<file path="config.mk">
export PLATFORM = sky130hd
export DESIGN_NAME = flow_congestion_window_control_core
export DESIGN_NICKNAME = d
export VERILOG_FILES = /design/src/design/fcwc_pkg.sv /design/src/design/flow_congestion_window_control_core.sv
export SDC_FILE = /design/constraint.sdc
export NUM_CORES = 2
export LEC_CHECK = 0
export BUFFER_PORTS_ARGS = -buffer_cell sky130_fd_sc_hd__buf_2
export CAP_MARGIN = 25
export CORE_ASPECT_RATIO = 0.5
export CORE_MARGIN = 2
export CORE_UTILIZATION = 50
export DETAILED_ROUTE_END_ITERATION = 8
export PLACE_DENSITY = 0.66
export SYNTH_ARGS = -nofsm -noshare
export SYNTH_HDL_FRONTEND = slang
export SYNTH_SLANG_ARGS = --single-unit
</file>
<file path="constraint.sdc">
create_clock -name clk -period 24.7 [get_ports clk]
set_input_delay 3.705 -clock clk [delete_from_list [all_inputs] [get_ports clk]]
set_output_delay 3.705 -clock clk [all_outputs]
set_load 0.02 [all_outputs]
</file>
<file path="src/design/fcwc_pkg.sv">
// ----------------------------------------------------------------------------
// fcwc_pkg: shared types and constants of the congestion window controller
// Item formats, per-flow table layout and event codes.
// ----------------------------------------------------------------------------
package fcwc_pkg;

  localparam int unsigned FLOWS   = 16;
  localparam int unsigned FLOW_AW = (FLOWS > 1) ? $clog2(FLOWS) : 1;

  localparam int unsigned ID_W  = 32;
  localparam int unsigned OOO_W = 2;

  localparam logic [ID_W-1:0]  WIN_MAX    = '1;
  localparam logic [ID_W-1:0]  WIN_RESET  = ID_W'(1);
  localparam logic [OOO_W-1:0] OOO_LIMIT  = OOO_W'(3);

  // Event codes carried in the func field.
  typedef enum logic {
    FUNC_SEND = 1'b0,
    FUNC_ACK  = 1'b1
  } func_t;

  typedef struct packed {
    logic            func;
    logic [3:0]      flow_id;
    logic [ID_W-1:0] ack_packet_id;
    logic            queue_full;
  } in_item_t;

  typedef struct packed {
    logic            sent;
    logic [ID_W-1:0] sent_packet_id;
    logic            dropped;
    logic [ID_W-1:0] window;
    logic [ID_W-1:0] acked_upto;
  } out_item_t;

  // One entry of the per-flow table.
  typedef struct packed {
    logic [ID_W-1:0]  window_size;
    logic [ID_W-1:0]  highest_sent;
    logic [ID_W-1:0]  highest_acked;
    logic [OOO_W-1:0] out_of_order_count;
    logic             resend_pending;
  } flow_entry_t;

  localparam flow_entry_t ENTRY_RESET = '{
    window_size:        WIN_RESET,
    highest_sent:       '0,
    highest_acked:      '0,
    out_of_order_count: '0,
    resend_pending:     1'b0
  };

endpackage

</file>
<file path="src/design/flow_congestion_window_control_core.sv">
// ----------------------------------------------------------------------------
// flow_congestion_window_control_core: per-flow AIMD congestion window control
// Keeps the window and packet id state of every flow in one table memory.
// ----------------------------------------------------------------------------
// Usage:
//   Requests arrive on in_valid/in_stall/in_data. A send request issues the
//   next packet id of its flow when the window allows it; an ack request
//   advances the acked id and grows the window, or counts an out-of-order
//   arrival and halves the window on every fourth such arrival.
//   Every request yields exactly one result on out_valid/out_stall/out_data.
//   Each request passes the update stage and then the output register before
//   its result is valid. The table memory is read in the cycle the request is
//   taken and written when the request leaves the update stage; a request to
//   the flow written just before gets the new entry through a bypass register,
//   so one request per cycle is sustained while out_stall is low.
//   When out_stall holds the output register full, the request in the update
//   stage waits and in_stall rises; nothing is lost or repeated.
//   Reset clears the entry valid bits at once, so every flow reads as
//   window 1 with all ids zero; no clearing pass is needed.
// ----------------------------------------------------------------------------
module flow_congestion_window_control_core (
  input  logic                clk,
  input  logic                rst_n,
  input  logic                in_valid,
  output logic                in_stall,
  input  fcwc_pkg::in_item_t  in_data,
  output logic                out_valid,
  input  logic                out_stall,
  output fcwc_pkg::out_item_t out_data
);
  import fcwc_pkg::*;

  // Table memory with per-entry valid bits.
  flow_entry_t        mem [FLOWS];
  logic [FLOWS-1:0]   ent_valid_r;

  logic               in_acc;
  logic [FLOW_AW-1:0] in_idx;

  // Update stage.
  logic               b_valid_r;
  in_item_t           b_item_r;
  flow_entry_t        rd_data_r;
  logic               rd_valid_r;
  logic               b_adv;
  logic               b_in_range;
  logic [FLOW_AW-1:0] b_idx;

  // Bypass of the last write.
  logic               wb_valid_r;
  logic               wb_valid_nxt;
  logic [FLOW_AW-1:0] wb_idx_r;
  flow_entry_t        wb_data_r;

  flow_entry_t        cur;
  flow_entry_t        upd;
  out_item_t          res;
  logic [ID_W-1:0]    hs;
  logic               may_send;

  out_item_t          out_data_r;
  logic               out_valid_r;

  assign in_idx     = FLOW_AW'(in_data.flow_id);
  assign b_idx      = FLOW_AW'(b_item_r.flow_id);
  assign b_in_range = (32'(b_item_r.flow_id) < FLOWS);

  assign b_adv    = b_valid_r && (!out_valid_r || !out_stall);
  assign in_stall = b_valid_r && !b_adv;
  assign in_acc   = in_valid && !in_stall;

  assign out_valid = out_valid_r;
  assign out_data  = out_data_r;

  // Current entry: bypassed write, stored entry, or reset value.
  always_comb begin
    priority if (wb_valid_r && (wb_idx_r == b_idx)) begin
      cur = wb_data_r;
    end else if (rd_valid_r) begin
      cur = rd_data_r;
    end else begin
      cur = ENTRY_RESET;
    end
  end

  always_comb begin
    upd      = cur;
    res      = '0;
    hs       = cur.resend_pending ? cur.highest_acked : cur.highest_sent;
    may_send = (cur.highest_acked > hs) ||
               ((hs - cur.highest_acked) < cur.window_size);
    unique case (func_t'(b_item_r.func))
      FUNC_SEND: begin
        upd.highest_sent   = hs;
        upd.resend_pending = 1'b0;
        if (may_send) begin
          upd.highest_sent   = hs + ID_W'(1);
          res.sent           = 1'b1;
          res.sent_packet_id = hs + ID_W'(1);
          if (b_item_r.queue_full) begin
            res.dropped     = 1'b1;
            upd.window_size = WIN_RESET;
          end
        end
      end
      FUNC_ACK: begin
        if (b_item_r.ack_packet_id == cur.highest_acked + ID_W'(1)) begin
          upd.highest_acked = b_item_r.ack_packet_id;
          if (cur.window_size != WIN_MAX) begin
            upd.window_size = cur.window_size + ID_W'(1);
          end
        end else if (cur.out_of_order_count == OOO_LIMIT) begin
          upd.resend_pending     = 1'b1;
          upd.window_size        = cur.window_size >> 1;
          upd.out_of_order_count = '0;
        end else begin
          upd.out_of_order_count = cur.out_of_order_count + OOO_W'(1);
        end
      end
      default: begin
        upd = cur;
      end
    endcase
    res.window     = upd.window_size;
    res.acked_upto = upd.highest_acked;
    if (!b_in_range) begin
      res = '0;
    end
  end

  // The bypass stays armed while the following request waits in the stage.
  always_comb begin
    if (b_adv) begin
      wb_valid_nxt = b_in_range;
    end else if (b_valid_r) begin
      wb_valid_nxt = wb_valid_r;
    end else begin
      wb_valid_nxt = 1'b0;
    end
  end

  // Memory: one read port taken with the request, one write port.
  always_ff @(posedge clk) begin
    if (in_acc) begin
      rd_data_r <= mem[in_idx];
    end
    if (b_adv && b_in_range) begin
      mem[b_idx] <= upd;
    end
  end

  always_ff @(posedge clk) begin
    if (!rst_n) begin
      ent_valid_r <= '0;
      rd_valid_r  <= 1'b0;
      b_valid_r   <= 1'b0;
      wb_valid_r  <= 1'b0;
      out_valid_r <= 1'b0;
    end else begin
      if (in_acc) begin
        rd_valid_r <= ent_valid_r[in_idx];
      end
      if (b_adv && b_in_range) begin
        ent_valid_r[b_idx] <= 1'b1;
      end
      if (in_acc) begin
        b_valid_r <= 1'b1;
      end else if (b_adv) begin
        b_valid_r <= 1'b0;
      end
      wb_valid_r <= wb_valid_nxt;
      if (b_adv) begin
        out_valid_r <= 1'b1;
      end else if (!out_stall) begin
        out_valid_r <= 1'b0;
      end
    end
  end

  always_ff @(posedge clk) begin
    if (in_acc) begin
      b_item_r <= in_data;
    end
    if (b_adv) begin
      wb_idx_r   <= b_idx;
      wb_data_r  <= upd;
      out_data_r <= res;
    end
  end

  a_drop_needs_send: assert property (@(posedge clk) disable iff (!rst_n)
    out_valid_r |-> (!out_data_r.dropped || out_data_r.sent))
    else $error("dropped result without an issued packet");

  a_id_zero_unsent: assert property (@(posedge clk) disable iff (!rst_n)
    (out_valid_r && !out_data_r.sent) |-> (out_data_r.sent_packet_id == '0))
    else $error("packet id set on a result that issued nothing");

  a_accept_fills_stage: assert property (@(posedge clk) disable iff (!rst_n)
    in_acc |=> b_valid_r)
    else $error("accepted request did not reach the update stage");

  a_stage_holds: assert property (@(posedge clk) disable iff (!rst_n)
    (b_valid_r && !b_adv) |=> (b_valid_r && $stable(b_item_r)))
    else $error("waiting request changed in the update stage");

  a_no_write_unread: assert property (@(posedge clk) disable iff (!rst_n)
    b_adv |-> b_valid_r && (!out_valid_r || !out_stall))
    else $error("table written without a request in the update stage");

endmodule
</file>
==> out/results.tsv <==
metric	value	unit
status	finished clean	
most common cell after layout, fill and taps aside	edfxtp_1	
Synth Area per Inst	18.57	um^2
# IOs	142	
Post-Route WL	216.4	mm
starting DRC count in detailed routing	6441	
clock-pin slew on the worst setup and hold paths	70	ps
Rows	103	
Total Power	0.006494	W
worst slew pin tran	1221	ps
# fillers	11880	
commonest cells after routing, fill and taps aside	edfxtp_1, mux4_2, nor2_1	
core area	157500	um^2
distinct cell type count after synthesis	85	
Largest stage delay, worst path	860	ps
routed length per instance	32.43	um
critical path launch point	b_idx[0]	
Setup Skew	55.35	ps
setup tns final	0	ps
prevailing post-synth register cell	edfxtp_1	
CTS root buffer	clkbuf_16	
flops & latches, synth	1878	
post-route ant nets	0	
area delta synth->final	10.98	%
syn nets	4373	
CTS Buffer Depth	4	
pwr dens	73.89	nW/um^2
Critical R2R Launch	b_idx[0]	
initial antenna violation count	5	
CTS buffer count	171	
Worst R2R Setup Slack	14460	ps
R2R depth	28	
number of synthesized flops with an enable pin	1858	
CP top delay family	compound AO/OA/AOI/OAI gates	
HPWL after DPL	125.5	mm
hold buffers post-CTS	0	
RD Place Congestion	0.9358	
final hold violations	0	
YS warnings	0	
vias per cell	6.591	
Max Slew Vio Count	0	
Critical Path Slowest Stage Cell	o2bb2ai_1	
crit path launch type	register	
CP Depth	28	
die width	566.8	um
slew margin rel.	0.1863	
Setup CP Type	reg -> reg	
register area share after synthesis	0.7097	
PostCTS Resize Cnt	0	
crit path to	mem[14][74]	
WP data arrival	10690	ps
register area	56200	um^2
CP endpoint kind	register	
Post-CTS Setup Inserts	0	
CTS tree	built	
Mapped Cells	4264	
maximum number of pins on one net before global-route repair	138	
vias in the first global route	43250	
RSZ-0062 raised after global routing	false	
grt ovf	0	
Ant. Diodes	0	
Vias	43970	
layout cells sized above 1	0.2439	
Total GRT Usage	0.2663	
Die Span Y	285.4	um
# H-tree levels	4	
NumNets Final	4568	
multi-input logic area	21560	um^2
VDD IR max	0.05176	mV
min Tclk post-route	10240	ps
drt pass-1 iters	6	
f_max	97.69	MHz
CTS sink cnt	1878	
Leak Pwr	29.93	nW
die area	161800	um^2
Worst Hold Class	reg -> reg	
crit-path max FO	56	
Worst Path Buf+Inv	2	
final core utilization	0.5580	
Mapped Area	79180	um^2
Starting Density	0.5028	
FF-to-FF End	mem[14][74]	
Max-Cap Viols	0	
DRC	0	
first-pass GRT wire length	310.4	mm
Req. time, crit path	25150	ps
Final period util	0.4144	
number of port buffers	141	
final setup violation count	0	
share of flip-flops with an asynchronous set or reset	0	
Min Hold Slack	464.5	ps
worst skew pair latency	830	ps
-- cells in the mapped netlist (all sizes together), types with 38 or more instances --
cell type	instances	area, um^2
nor3	47	235.2
nor2	193	732.0
clkbuf	148	555.5
a31oi	54	375.4
nand2	155	586.8
ha	66	825.8
mux2i	75	754.5
buf	150	920.9
a21o	38	285.3
nand3	98	495.5
and3	96	600.6
a21oi	153	765.7
o21ai	83	415.4
xnor2	66	593.1
edfxtp	1858	55790
mux4	500	11260
nand4	54	337.8
xor2	38	332.8
-- routing by layer --
metal	global-route usage	up-vias	wire length [um]
met5	0	-	19
met4	0.07318	4	5966
met3	0.04704	385	21360
met2	0.4049	2522	99400
met1	0.4005	23130	89640
li1	-	17940	-
-- per-stage QoR --
step / setup WS, ps / instance area, um^2 / cells
2_1_floorplan: 10110 / 79180 / 4264
6_report: 14460 / 87880 / 6672
5_1_grt: 13740 / 87880 / 6672
4_1_cts: 14450 / 87700 / 6650
3_3_place_gp: 14800 / 82340 / 6337
3_5_place_dp: 14530 / 82560 / 6364
-- layout make-up --
class / instances / share of cell area
clock buffers: 208 / 0.05062
clock inverters: 78 / 0.007902
inverters: 35 / 0.001552
multi-input cells: 2053 / 0.2454
flip-flops and latches: 1878 / 0.6395
well taps: 2100 / 0.02990
repair buffers: 320 / 0.02514
-- worst min path at each step --
| stage | from | to | slack [ps] | cells after the start |
|---|---|---|---|---|
| floorplan | b_idx[0] | wb_idx_r[0] | 430 | 0 |
| global placement | ent_valid_r[2] | ent_valid_r[2] | 440 | 1 |
| detailed placement | ent_valid_r[7] | ent_valid_r[7] | 450 | 1 |
| CTS | ent_valid_r[6] | ent_valid_r[6] | 470 | 1 |
| global route | ent_valid_r[6] | ent_valid_r[6] | 480 | 1 |
| finish | ent_valid_r[6] | ent_valid_r[6] | 460 | 1 |
-- where the power goes --
part / switching [W] / internal (W)
clock: 0.00115 / 0.00138
sequential: 0.0000407 / 0.00352
combinational: 0.000251 / 0.000158
total: 0.00144 / 0.00505
-- kinds of logic (layout without fill, tap and decap cells) --
family          count (synthesis)  in the layout  synth area share
flops                        1878           1878            0.7097
simple gates                  763            763           0.04835
mux                           583            583            0.1529
compound gates                530            530           0.04470
buf+inv                       333            641           0.02030
xor+xnor                      110            110           0.01340
fa+ha+maj                      67             67           0.01068
-- flip-flops by register name, summed over array words and instances (netlist names), 4 cells and up --
name and count:
ent_valid_r 16, rd_data_r 99, b_idx 4, mem 1584, wb_idx_r 4, b_item_r 34, out_data 98, wb_data_r 35
No activity file was read; power rests on OpenSTA's default activity.
